==> config.mk <==
export PLATFORM = sky130hd
export DESIGN_NAME = weekly_alarm_table_matcher
export DESIGN_NICKNAME = d
export VERILOG_FILES = /design/src/hw/rtl/wat_pkg.sv /design/src/hw/rtl/wat_ram.sv /design/src/hw/rtl/wat_match.sv /design/src/hw/rtl/weekly_alarm_table_matcher.sv
export SDC_FILE = /design/constraint.sdc
export NUM_CORES = 1
export LEC_CHECK = 0
export BUFFER_PORTS_ARGS = -buffer_cell sky130_fd_sc_hd__buf_2
export CORE_ASPECT_RATIO = 1.75
export CORE_UTILIZATION = 35
export CTS_CLUSTER_DIAMETER = 30
export DETAILED_ROUTE_END_ITERATION = 12
export SLEW_MARGIN = 20
export SYNTH_ARGS = -nofsm -noshare
export SYNTH_HDL_FRONTEND = slang
export SYNTH_SLANG_ARGS = --single-unit
==> constraint.sdc <==
create_clock -name i_clk -period 5.47 [get_ports i_clk]
set_input_delay 1.094 -clock i_clk [delete_from_list [all_inputs] [get_ports i_clk]]
set_output_delay 1.094 -clock i_clk [all_outputs]
set_load 0.02 [all_outputs]
==> src/hw/rtl/wat_pkg.sv <==
// ----------------------------------------------------------------------------
// wat_pkg: shared types and constants of the weekly alarm table matcher
// Word formats, mode and status codes, table sizing and the time helper.
// ----------------------------------------------------------------------------
package wat_pkg;

    localparam int MAX_ALARMS = 16;
    localparam int CNT_W      = $clog2(MAX_ALARMS + 1);
    localparam int ADDR_W     = (MAX_ALARMS > 1) ? $clog2(MAX_ALARMS) : 1;
    localparam int INDEX_W    = 4;
    localparam int CMP_W      = (CNT_W > INDEX_W) ? CNT_W : INDEX_W;
    localparam int USED_W     = 5;
    localparam int MIN_W      = 11;

    typedef enum logic [1:0] {
        MODE_SET   = 2'd0,
        MODE_ADD   = 2'd1,
        MODE_DEL   = 2'd2,
        MODE_CHECK = 2'd3
    } t_mode;

    typedef enum logic [1:0] {
        ST_OK    = 2'd0,
        ST_RANGE = 2'd1,
        ST_FULL  = 2'd2
    } t_status;

    typedef struct packed {
        t_mode              mode;
        logic [INDEX_W-1:0] index;
        logic               entry_enabled;
        logic [7:0]         entry_days;
        logic [MIN_W-1:0]   entry_minute;
        logic [2:0]         now_weekday;
        logic [4:0]         now_hour;
        logic [5:0]         now_minute;
    } t_in_word;

    typedef struct packed {
        logic              fire;
        t_status           status;
        logic [USED_W-1:0] used_count;
    } t_out_word;

    typedef struct packed {
        logic             enabled;
        logic [7:0]       days;
        logic [MIN_W-1:0] minute;
    } t_alarm;

    // hour * 60 + minute as (hour << 6) - (hour << 2) + minute
    function automatic logic [MIN_W-1:0] now_of_day(input logic [4:0] hour,
                                                    input logic [5:0] mins);
        logic [MIN_W-1:0] a;
        logic [MIN_W-1:0] b;
        logic [MIN_W-1:0] c;
        a = {hour, 6'd0};
        b = {4'd0, hour, 2'd0};
        c = {5'd0, mins};
        return a - b + c;
    endfunction

endpackage

==> src/hw/rtl/wat_ram.sv <==
// ----------------------------------------------------------------------------
// wat_ram: generic single-write, single-read RAM
// One write port and one read port; read data is registered.
// ----------------------------------------------------------------------------
module wat_ram #(
    parameter int WIDTH = 8,
    parameter int DEPTH = 16
) (
    input  logic                                        i_clk,
    input  logic                                        i_we,
    input  logic [((DEPTH > 1) ? $clog2(DEPTH) : 1)-1:0] i_waddr,
    input  logic [WIDTH-1:0]                            i_wdata,
    input  logic [((DEPTH > 1) ? $clog2(DEPTH) : 1)-1:0] i_raddr,
    output logic [WIDTH-1:0]                            o_rdata
);

    logic [WIDTH-1:0] r_mem [DEPTH];
    logic [WIDTH-1:0] r_rdata;

    always_ff @(posedge i_clk) begin
        if (i_we) begin
            r_mem[i_waddr] <= i_wdata;
        end
        r_rdata <= r_mem[i_raddr];
    end

    assign o_rdata = r_rdata;

endmodule

==> src/hw/rtl/wat_match.sv <==
// ----------------------------------------------------------------------------
// wat_match: alarm compare unit
// Flag an entry that is enabled, has today's day bit and matches the minute.
// ----------------------------------------------------------------------------
module wat_match (
    input  wat_pkg::t_alarm              i_entry,
    input  logic [2:0]                   i_weekday,
    input  logic [wat_pkg::MIN_W-1:0]    i_now,
    output logic                         o_hit
);

    assign o_hit = i_entry.enabled && i_entry.days[i_weekday] && (i_entry.minute == i_now);

endmodule

==> src/hw/rtl/weekly_alarm_table_matcher.sv <==
// ----------------------------------------------------------------------------
// weekly_alarm_table_matcher: alarm table with set, add, delete and check
// Table of weekly alarms in a small RAM, walked by a sequencer through one
// shared compare unit.
// ----------------------------------------------------------------------------
// One input word is taken at a time; o_in_stall stays high while it is at
// work. Set and add write the RAM in the accept cycle and the result is
// registered from S_DONE once the output register is free. Check walks the
// used entries one per cycle through the compare unit, pipelined against the
// registered RAM read, and stops early when an alarm fires. Delete moves the
// later entries down one per cycle through the same RAM read/write ports. A
// new word is accepted while the last result still waits in the output
// register; a result waits in the sequencer only if that register is still
// full. Fire is 1 only for a check that finds a newly triggered alarm; status
// reports index out of range or table full.
// ----------------------------------------------------------------------------
module weekly_alarm_table_matcher (
    input  logic                 i_clk,
    input  logic                 i_rst_n,
    input  logic                 i_in_valid,
    output logic                 o_in_stall,
    input  wat_pkg::t_in_word    i_in_word,
    output logic                 o_out_valid,
    input  logic                 i_out_stall,
    output wat_pkg::t_out_word   o_out_word
);

    typedef enum logic [3:0] {
        S_IDLE = 4'b0001,
        S_WALK = 4'b0010,
        S_DEL  = 4'b0100,
        S_DONE = 4'b1000
    } t_state;

    t_state r_state, n_state;

    logic [wat_pkg::CNT_W-1:0]     r_count, n_count;
    logic [wat_pkg::MAX_ALARMS-1:0] r_latch, n_latch;
    logic [wat_pkg::CNT_W-1:0]     r_ptr, n_ptr;
    logic                          r_cmp_valid, n_cmp_valid;
    logic [wat_pkg::ADDR_W-1:0]    r_cmp_idx, n_cmp_idx;
    logic [2:0]                    r_wday, n_wday;
    logic [wat_pkg::MIN_W-1:0]     r_now, n_now;
    logic                          r_fire, n_fire;
    wat_pkg::t_status              r_status, n_status;
    logic                          r_out_valid, n_out_valid;
    wat_pkg::t_out_word            r_out, n_out;

    // RAM ports
    logic                          ram_we;
    logic [wat_pkg::ADDR_W-1:0]    ram_waddr;
    wat_pkg::t_alarm               ram_wdata;
    logic [wat_pkg::ADDR_W-1:0]    ram_raddr;
    logic [$bits(wat_pkg::t_alarm)-1:0] ram_rdata;
    wat_pkg::t_alarm               rd_entry;
    logic                          hit;

    logic                          accept;
    logic                          idx_ok;
    logic                          more;
    logic                          out_free;
    wat_pkg::t_alarm               in_entry;

    assign accept   = i_in_valid && (r_state == S_IDLE);
    assign idx_ok   = wat_pkg::CMP_W'(i_in_word.index) < wat_pkg::CMP_W'(r_count);
    assign more     = r_ptr < r_count;
    assign out_free = !r_out_valid || !i_out_stall;
    assign rd_entry = wat_pkg::t_alarm'(ram_rdata);

    assign in_entry.enabled = i_in_word.entry_enabled;
    assign in_entry.days    = i_in_word.entry_days;
    assign in_entry.minute  = i_in_word.entry_minute;

    wat_ram #(
        .WIDTH ($bits(wat_pkg::t_alarm)),
        .DEPTH (wat_pkg::MAX_ALARMS)
    ) u_ram (
        .i_clk   (i_clk),
        .i_we    (ram_we),
        .i_waddr (ram_waddr),
        .i_wdata (ram_wdata),
        .i_raddr (ram_raddr),
        .o_rdata (ram_rdata)
    );

    wat_match u_match (
        .i_entry   (rd_entry),
        .i_weekday (r_wday),
        .i_now     (r_now),
        .o_hit     (hit)
    );

    always_comb begin
        n_state     = r_state;
        n_count     = r_count;
        n_latch     = r_latch;
        n_ptr       = r_ptr;
        n_cmp_valid = r_cmp_valid;
        n_cmp_idx   = r_cmp_idx;
        n_wday      = r_wday;
        n_now       = r_now;
        n_fire      = r_fire;
        n_status    = r_status;
        n_out_valid = r_out_valid;
        n_out       = r_out;
        ram_we      = 1'b0;
        ram_waddr   = r_cmp_idx - wat_pkg::ADDR_W'(1);
        ram_wdata   = rd_entry;
        ram_raddr   = r_ptr[wat_pkg::ADDR_W-1:0];

        // drop the output word once taken
        if (r_out_valid && !i_out_stall) begin
            n_out_valid = 1'b0;
        end

        unique case (r_state)
            S_IDLE: begin
                if (accept) begin
                    n_fire   = 1'b0;
                    n_status = wat_pkg::ST_OK;
                    unique case (i_in_word.mode)
                        wat_pkg::MODE_SET: begin
                            n_state = S_DONE;
                            if (idx_ok) begin
                                ram_we    = 1'b1;
                                ram_waddr = wat_pkg::ADDR_W'(i_in_word.index);
                                ram_wdata = in_entry;
                                n_latch[wat_pkg::ADDR_W'(i_in_word.index)] = 1'b0;
                            end else begin
                                n_status = wat_pkg::ST_RANGE;
                            end
                        end
                        wat_pkg::MODE_ADD: begin
                            n_state = S_DONE;
                            if (r_count < wat_pkg::CNT_W'(wat_pkg::MAX_ALARMS)) begin
                                ram_we    = 1'b1;
                                ram_waddr = r_count[wat_pkg::ADDR_W-1:0];
                                ram_wdata = in_entry;
                                n_latch[r_count[wat_pkg::ADDR_W-1:0]] = 1'b0;
                                n_count   = r_count + wat_pkg::CNT_W'(1);
                            end else begin
                                n_status = wat_pkg::ST_FULL;
                            end
                        end
                        wat_pkg::MODE_DEL: begin
                            if (idx_ok) begin
                                // shift latches down; slots above the count hold zero
                                for (int j = 0; j < wat_pkg::MAX_ALARMS; j++) begin
                                    if (wat_pkg::CMP_W'(j) >= wat_pkg::CMP_W'(i_in_word.index))
                                    begin
                                        n_latch[j] = (j == wat_pkg::MAX_ALARMS - 1) ?
                                                     1'b0 : r_latch[(j + 1) % wat_pkg::MAX_ALARMS];
                                    end
                                end
                                n_ptr       = wat_pkg::CNT_W'(i_in_word.index) +
                                              wat_pkg::CNT_W'(1);
                                n_cmp_valid = 1'b0;
                                n_state     = S_DEL;
                            end else begin
                                n_status = wat_pkg::ST_RANGE;
                                n_state  = S_DONE;
                            end
                        end
                        wat_pkg::MODE_CHECK: begin
                            n_wday      = i_in_word.now_weekday;
                            n_now       = wat_pkg::now_of_day(i_in_word.now_hour,
                                                              i_in_word.now_minute);
                            n_ptr       = '0;
                            n_cmp_valid = 1'b0;
                            n_state     = S_WALK;
                        end
                        default: begin
                            n_state = S_DONE;
                        end
                    endcase
                end
            end
            S_WALK: begin
                // issue the next read while judging the entry read last cycle
                n_cmp_valid = more;
                n_cmp_idx   = r_ptr[wat_pkg::ADDR_W-1:0];
                if (more) begin
                    n_ptr = r_ptr + wat_pkg::CNT_W'(1);
                end
                if (r_cmp_valid) begin
                    if (hit) begin
                        if (!r_latch[r_cmp_idx]) begin
                            n_latch[r_cmp_idx] = 1'b1;
                            n_fire             = 1'b1;
                            n_state            = S_DONE;
                        end
                    end else begin
                        n_latch[r_cmp_idx] = 1'b0;
                    end
                end else if (!more) begin
                    n_state = S_DONE;
                end
            end
            S_DEL: begin
                // move entry read last cycle one slot down
                n_cmp_valid = more;
                n_cmp_idx   = r_ptr[wat_pkg::ADDR_W-1:0];
                if (more) begin
                    n_ptr = r_ptr + wat_pkg::CNT_W'(1);
                end
                if (r_cmp_valid) begin
                    ram_we = 1'b1;
                end else if (!more) begin
                    n_count = r_count - wat_pkg::CNT_W'(1);
                    n_state = S_DONE;
                end
            end
            S_DONE: begin
                // hold the result until the output register is free
                if (out_free) begin
                    n_out.fire       = r_fire;
                    n_out.status     = r_status;
                    n_out.used_count = wat_pkg::USED_W'(r_count);
                    n_out_valid      = 1'b1;
                    n_state          = S_IDLE;
                end
            end
            default: begin
                n_state = S_IDLE;
            end
        endcase
    end

    always_ff @(posedge i_clk) begin
        if (!i_rst_n) begin
            r_state     <= S_IDLE;
            r_count     <= '0;
            r_latch     <= '0;
            r_cmp_valid <= 1'b0;
            r_out_valid <= 1'b0;
        end else begin
            r_state     <= n_state;
            r_count     <= n_count;
            r_latch     <= n_latch;
            r_cmp_valid <= n_cmp_valid;
            r_out_valid <= n_out_valid;
        end
        r_ptr     <= n_ptr;
        r_cmp_idx <= n_cmp_idx;
        r_wday    <= n_wday;
        r_now     <= n_now;
        r_fire    <= n_fire;
        r_status  <= n_status;
        r_out     <= n_out;
    end

    assign o_in_stall  = (r_state != S_IDLE);
    assign o_out_valid = r_out_valid;
    assign o_out_word  = r_out;

endmodule
==> impl_metrics.env, run 1 <==
export IMPL_hold_path_endpoint="o_out_word[7]$_DFFE_PP_"
export IMPL_grt_setup_unrepaired="no"
export IMPL_worst_path_max_fanout=13
export IMPL_synth_fa_ha_area_share_pct=2.051
export IMPL_mostFrequentLayoutCells="sky130_fd_sc_hd__edfxtp_1, sky130_fd_sc_hd__nand2_1, sky130_fd_sc_hd__mux4_2"
export IMPL_final_worst_path_cycle_share_pct=71.43
export IMPL_hold_path_class="reg2reg"
export IMPL_synthCells=1055
export IMPL_remaining_drc_errors=0
export IMPL_crit_reg2reg_launch="r_count[1]$_SDFFE_PN0P_"
export IMPL_critPathRequiredTime_ns=5.76
export IMPL_drt_pre_antenna_iters=5
export IMPL_globalRouteTotalUtil_pct=17.42
export IMPL_hpwlAfterDp_mm=29.78
export IMPL_postRouteWirelength_mm=42.79
export IMPL_pwr_density_cell_nw_per_um2=372.5
export IMPL_synth_mux_area_fraction_pct=14.53
export IMPL_layout_filler_cells=4393
export IMPL_area_growth_synth_to_final_pct=17.50
export IMPL_cts_tree="done"
export IMPL_globalplace_congestion=0.9575
export IMPL_clock_tree_htree_level_count=2
export IMPL_reg2reg_slack_ns=1.56
export IMPL_clock_fmax_mhz=255.9
export IMPL_p_leak_nw=6.823
export IMPL_ys_seq_elements=401
export IMPL_clock_tree_buffer_depth=3
export IMPL_r2r_worst_path_cells=9
export IMPL_clock_sink_count=401
export IMPL_post_route_cell_area_um2=20350
export IMPL_timing_rr_end="u_ram.r_mem[4][10]$_DFFE_PP_"
export IMPL_report_final_slew_viol_count=0
export IMPL_core_area_um2=48730
export IMPL_final_setup_viol_count=0
export IMPL_post_synth_cell_area_avg_um2=16.42
export IMPL_grt_max_degree=85
export IMPL_final_antenna_net_count=0
export IMPL_clock_root_buffer="sky130_fd_sc_hd__clkbuf_16"
export IMPL_num_vias=9806
export IMPL_placed_area_um2=18460
export IMPL_starting_utilization_of_the_core_area_pct=35.54
export IMPL_mappedNetlistArea_um2=17320
export IMPL_multi_input_area_um2=5480
export IMPL_setup_tns_ns=0
export IMPL_worst_setup_path_start_kind="primary input"
export IMPL_io_pins=54
export IMPL_rows=107
export IMPL_synth_enable_flop_cells=354
export IMPL_post_drt_via_cell_ratio=5.335
export IMPL_number_of_buffers_inserted_by_post_cts_setup_repair=0
export IMPL_antenna_found_initial=0
export IMPL_cts_inserted_buffers=53
export IMPL_drt_initial_drc_count=657
export IMPL_yosys_warning_count=0
export IMPL_result_of_the_run="finished, final reports clean"
export IMPL_startpoint_of_the_most_critical_hold_path="r_fire$_DFFE_PP_"
export IMPL_synth_ff_type="sky130_fd_sc_hd__edfxtp_1"
export IMPL_insertion_delay_ns=0.59
export IMPL_portBuffers=53
export IMPL_cts_repair_resize_count=0
export IMPL_routed_wire_length_per_instance_um=23.28
export IMPL_design_die_area_um2=50420
export IMPL_report_final_hold_viol_count=0
export IMPL_ys_async_sr_fraction_pct=0
export IMPL_grt_pass1_wl_mm=64.38
export IMPL_worst_pin_slew_ns=1.013
export IMPL_post_route_cells_drive_above_1_share_pct=26.94
export IMPL_die_y_um=296.3
export IMPL_critPathArrivalTime_ns=4.20
export IMPL_sequential_element_share_of_the_synthesized_area_pct=66.80
export IMPL_worstSetupPathType="in2reg"
export IMPL_final_period_minus_worst_setup_slack_ns=3.907
export IMPL_vdd_ir_drop_max_v=0.0002337
export IMPL_first_global_vias=10216
export IMPL_seqCellArea_um2=11570
export IMPL_worst_setup_hold_path_clk_slew_ns=0.06
export IMPL_yosys_area_share_simple_pct=6.754
export IMPL_finish_net_count=1210
export IMPL_synth_top_family_by_area="multiplexers"
export IMPL_synthXorXnorAreaFrac_pct=1.416
export IMPL_timing_slew_headroom_pct=32.37
export IMPL_synth_compound_gate_area_share_pct=6.624
export IMPL_layout_commonest_cell="sky130_fd_sc_hd__edfxtp_1"
export IMPL_die_width_um=170.2
export IMPL_final_core_util_pct=41.77
export IMPL_synth_net_count=1126
export IMPL_hold_depth=0
export IMPL_clock_skew_final_ns=0.01667
export IMPL_timing_critical_path_to_type="flip-flop"
export IMPL_hold_buffers=0
export IMPL_post_layout_worst_setup_margin_ns=1.563
export IMPL_place_ws_ns=1.047
export IMPL_n_antenna_cell=0
export IMPL_max_cap_viol_count=0
export IMPL_gr_overflow_total=0
export IMPL_post_synth_num_cell_types=65
[where the power goes]
| part | switching (mW) | leakage [nW] | internal [mW] |
|---|---|---|---|
| combinational | 0.327 | 2.32 | 0.175 |
| sequential | 0.0309 | 3.58 | 3.45 |
| clock | 1.44 | 0.921 | 2.16 |
[sequential cells by signal, indices dropped and copies added (netlist names), 3 cells and up, named ones only]
name / count
r_cmp_idx: 4
r_now: 11
r_wday: 3
u_ram.o_rdata: 20
u_ram.r_mem: 320
o_out_word: 8
r_count: 5
r_state: 4
r_ptr: 5
[critical path, stage by stage]
cell and delay (ns):
sky130_fd_sc_hd__buf_2 0.25, sky130_fd_sc_hd__ha_1 0.28, sky130_fd_sc_hd__o21ai_1 0.16, sky130_fd_sc_hd__nor2b_1 0.30, sky130_fd_sc_hd__nor3_1 0.16, sky130_fd_sc_hd__or2_1 0.28, sky130_fd_sc_hd__a222oi_1 0.57, sky130_fd_sc_hd__nand2b_1 0.30
sky130_fd_sc_hd__nor2_2 0.57, sky130_fd_sc_hd__buf_12 0.22
[metal layers]
metal	vias to the layer above	global-route usage [%]	wire, um
li1	4375	-	-
met1	5015	19.43	15950
met2	303	32.31	23350
met3	113	2.076	1419
met4	0	8.921	2069
met5	-	0	0
[Yosys cell counts (12+ instances only)]
library cell               count  area share [%]
sky130_fd_sc_hd__nand2_1     113             2.4
sky130_fd_sc_hd__a21oi_1      38             1.1
sky130_fd_sc_hd__nand3_1      17            0.49
sky130_fd_sc_hd__mux2i_1      13            0.75
sky130_fd_sc_hd__dfxtp_1      47             5.4
sky130_fd_sc_hd__mux4_2      106              14
sky130_fd_sc_hd__o221ai_1     15            0.76
sky130_fd_sc_hd__edfxtp_1    354              61
sky130_fd_sc_hd__nor2_1       44            0.95
sky130_fd_sc_hd__nor3_1       12            0.35
sky130_fd_sc_hd__inv_1        25            0.54
sky130_fd_sc_hd__o22ai_1      13            0.47
sky130_fd_sc_hd__clkbuf_1     37            0.80
sky130_fd_sc_hd__xnor2_1      24             1.2
sky130_fd_sc_hd__a221o_1      12            0.69
sky130_fd_sc_hd__ha_1         26             1.9
sky130_fd_sc_hd__nor2b_1      20            0.72
sky130_fd_sc_hd__o21ai_0      22            0.64
[cell type report]
class / count / share of cell area (%)
multi-input combinational: 576 / 26.93
timing repair buffer: 78 / 2.348
clock inverter: 44 / 2.643
clock buffer: 56 / 6.676
sequential: 401 / 56.85
tap: 654 / 4.020
inverter: 29 / 0.5348
[worst max path at each step]
stage,slack [ns],end,startpoint
floorplan,1.36,u_ram.r_mem[12][0]$_DFFE_PP_,i_in_word[35]
global placement,1.14,u_ram.r_mem[4][6]$_DFFE_PP_,i_in_word[36]
detailed placement,1.05,u_ram.r_mem[4][9]$_DFFE_PP_,i_in_word[36]
CTS,1.59,u_ram.r_mem[4][10]$_DFFE_PP_,r_count[1]$_SDFFE_PN0P_
global route,1.43,u_ram.r_mem[4][10]$_DFFE_PP_,r_count[1]$_SDFFE_PN0P_
finish,1.56,u_ram.r_mem[4][10]$_DFFE_PP_,i_in_word[36]
[kinds of logic (layout without fill, tap and decap cells)]
family,count (synthesis),count (layout)
AOI/OAI and AO/OA,156,156
xor gates and xnor gates,28,28
adders and majority gates,28,28
buffers and inverters,78,207
DFF,401,401
muxes,119,119
and+or+nand+nor,245,245
[metrics by stage]
step / cells / hold WS (ns) / total power, mW
floorplan: 1055 / 0.4003 / 3.857
global placement: 1738 / 0.4018 / 4.040
detailed placement: 1738 / 0.4066 / 4.052
CTS: 1838 / 0.4200 / 7.653
global route: 1838 / 0.4222 / 7.802
finish: 1838 / 0.4172 / 7.581
Power figures use the tool's default switching activity.
==> run 2, diff against run 1 <==
==> constraint.sdc (replaced) <==
create_clock -name i_clk -period 3.9 [get_ports i_clk]
set_input_delay 0.78 -clock i_clk [delete_from_list [all_inputs] [get_ports i_clk]]
set_output_delay 0.78 -clock i_clk [all_outputs]
set_load 0.02 [all_outputs]
==> impl_metrics.env, run 2 (same netlist as run 1, synthesis figures left out) <==
export IMPL_globalRouteTotalUtil_pct=17.03
export IMPL_rows=107
export IMPL_timing_critical_path_to_type="flip-flop"
export IMPL_final_setup_viol_count=0
export IMPL_clock_root_buffer="sky130_fd_sc_hd__clkbuf_16"
export IMPL_post_layout_worst_setup_margin_ns=0.5896
export IMPL_gr_overflow_total=0
export IMPL_p_switching_mw=2.375
export IMPL_postRouteWirelength_mm=41.74
export IMPL_post_route_cell_area_um2=20480
export IMPL_grt_pass1_wl_mm=63.39
export IMPL_critPathMaxStageDelay_ns=0.55
export IMPL_max_flop_register="u_ram.r_mem"
export IMPL_worst_setup_hold_path_clk_slew_ns=0.06
export IMPL_critPathRequiredTime_ns=4.21
export IMPL_worst_hold_slack_ns=0.3769
export IMPL_report_final_slew_viol_count=0
export IMPL_hold_buffers=0
export IMPL_starting_utilization_of_the_core_area_pct=35.54
export IMPL_total_power_mw=10.24
export IMPL_final_worst_path_cycle_share_pct=84.88
export IMPL_die_width_um=170.2
export IMPL_max_cap_viol_count=0
export IMPL_seq_power_share_pct=47.6
export IMPL_combPwrFrac_pct=7.1
export IMPL_worst_path_max_fanout=20
export IMPL_worstSetupPathType="reg2reg"
export IMPL_hold_path_class="in2reg"
export IMPL_die_y_um=296.3
export IMPL_antenna_found_initial=0
export IMPL_report_final_hold_viol_count=0
export IMPL_vdd_ir_drop_max_v=0.0003162
export IMPL_insertion_delay_ns=0.58
export IMPL_pwr_density_cell_nw_per_um2=500.1
export IMPL_stdcell_count=1860
export IMPL_cts_tree="done"
export IMPL_switching_share_pct=23.19
export IMPL_cts_inserted_buffers=52
export IMPL_final_core_util_pct=42.03
export IMPL_clock_tree_htree_level_count=2
export IMPL_place_ws_ns=0.1788
export IMPL_setup_tns_ns=0
export IMPL_final_period_minus_worst_setup_slack_ns=3.310
export IMPL_routed_wire_length_per_instance_um=22.44
export IMPL_timing_slew_headroom_pct=38.83
export IMPL_final_antenna_net_count=0
export IMPL_globalplace_congestion=0.9823
export IMPL_io_pins=54
export IMPL_design_die_area_um2=50420
export IMPL_grt_setup_unrepaired="no"
export IMPL_portBuffers=53
export IMPL_clock_sink_count=401
export IMPL_first_global_vias=10383
export IMPL_finish_net_count=1234
export IMPL_placed_area_um2=18760
export IMPL_num_vias=9833
export IMPL_area_growth_synth_to_final_pct=18.25
export IMPL_cp_slowest_cell="sky130_fd_sc_hd__a222oi_1"
export IMPL_remaining_drc_errors=0
export IMPL_result_of_the_run="finished, final reports clean"
export IMPL_core_area_um2=48730
export IMPL_chain_of_cells_forming_the_critical_path="nor4b_4, inv_2, nor3b_2, o21ai_1, or2_1, a222oi_1, nand2b_1, buf_4, nor2_2, buf_12"
export IMPL_worst_setup_path_start_kind="flip-flop"
export IMPL_clock_fmax_mhz=302.1
export IMPL_clock_tree_buffer_depth=3
export IMPL_critPathArrivalTime_ns=3.62
export IMPL_n_antenna_cell=0
export IMPL_hpwlAfterDp_mm=29.29
export IMPL_drt_initial_drc_count=857
export IMPL_largest_reg_flops=320
export IMPL_clockPowerShare_pct=45.3
export IMPL_number_of_buffers_inserted_by_post_cts_setup_repair=0
export IMPL_p_leak_nw=6.870
export IMPL_layout_commonest_cell="sky130_fd_sc_hd__edfxtp_1"
export IMPL_placed_cells=1763
export IMPL_internal_power_consumption_mw=7.869
export IMPL_post_drt_via_cell_ratio=5.287
export IMPL_grt_max_degree=84
export IMPL_post_route_cells_drive_above_1_share_pct=28.19
export IMPL_drt_pre_antenna_iters=5
export IMPL_worst_pin_slew_ns=0.9176
export IMPL_mostFrequentLayoutCells="sky130_fd_sc_hd__edfxtp_1, sky130_fd_sc_hd__nand2_1, sky130_fd_sc_hd__mux4_2"
export IMPL_clock_skew_final_ns=0.02958
export IMPL_cts_repair_resize_count=0
-- run 2: power groups by stage --
stage                     clock, mW  combinational (mW)  sequential (mW)
after floorplan                   0               0.459             4.95
after global placement            0               0.713             4.97
after detailed placement          0               0.729             4.97
after CTS                      4.74               0.732             4.88
after global routing           4.90               0.787             4.88
final                          4.64               0.724             4.88
-- run 2: metal layers --
layer	up-vias	share of wire [%]	global-route usage (%)
li1	4430	-	-
met1	4971	36	18.38
met2	313	55	31.78
met3	119	3.7	2.195
met4	0	5.1	9.602
met5	-	0	0
-- run 2: critical path, delay by kind of cell, from the launching register on --
| family | cells | cell delay [ns] |
|---|---|---|
| AOI/OAI and AO/OA | 2 | 0.71 |
| buffers and inverters | 3 | 0.50 |
| DFF | 1 | 0.35 |
| and+or+nand+nor | 5 | 1.49 |
-- run 2: path summary, 6_finish.rpt --
check,startpoint,to,slack [ns],depth (start not counted)
worst max-delay path,r_state[1]$_SDFFE_PN0P_,u_ram.r_mem[9][5]$_DFFE_PP_,0.59,10
worst min-delay path,i_in_word[12],r_wday[1]$_DFFE_PP_,0.38,1
worst max register to register,r_state[1]$_SDFFE_PN0P_,u_ram.r_mem[9][5]$_DFFE_PP_,0.59,10
worst min register to register,r_status[1]$_DFFE_PP_,o_out_word[6]$_DFFE_PP_,0.42,0
-- run 2: final cells by class --
| cell class | count | area, um2 |
|---|---|---|
| multi-input cells | 576 | 5500 |
| flip-flops and latches | 401 | 11570 |
| clock buffers | 62 | 1370 |
| clock inverters | 35 | 349.1 |
| repair buffers | 103 | 765.7 |
| fillers | 4354 | 28250 |
| inverters | 29 | 108.9 |
| well taps | 654 | 818.3 |
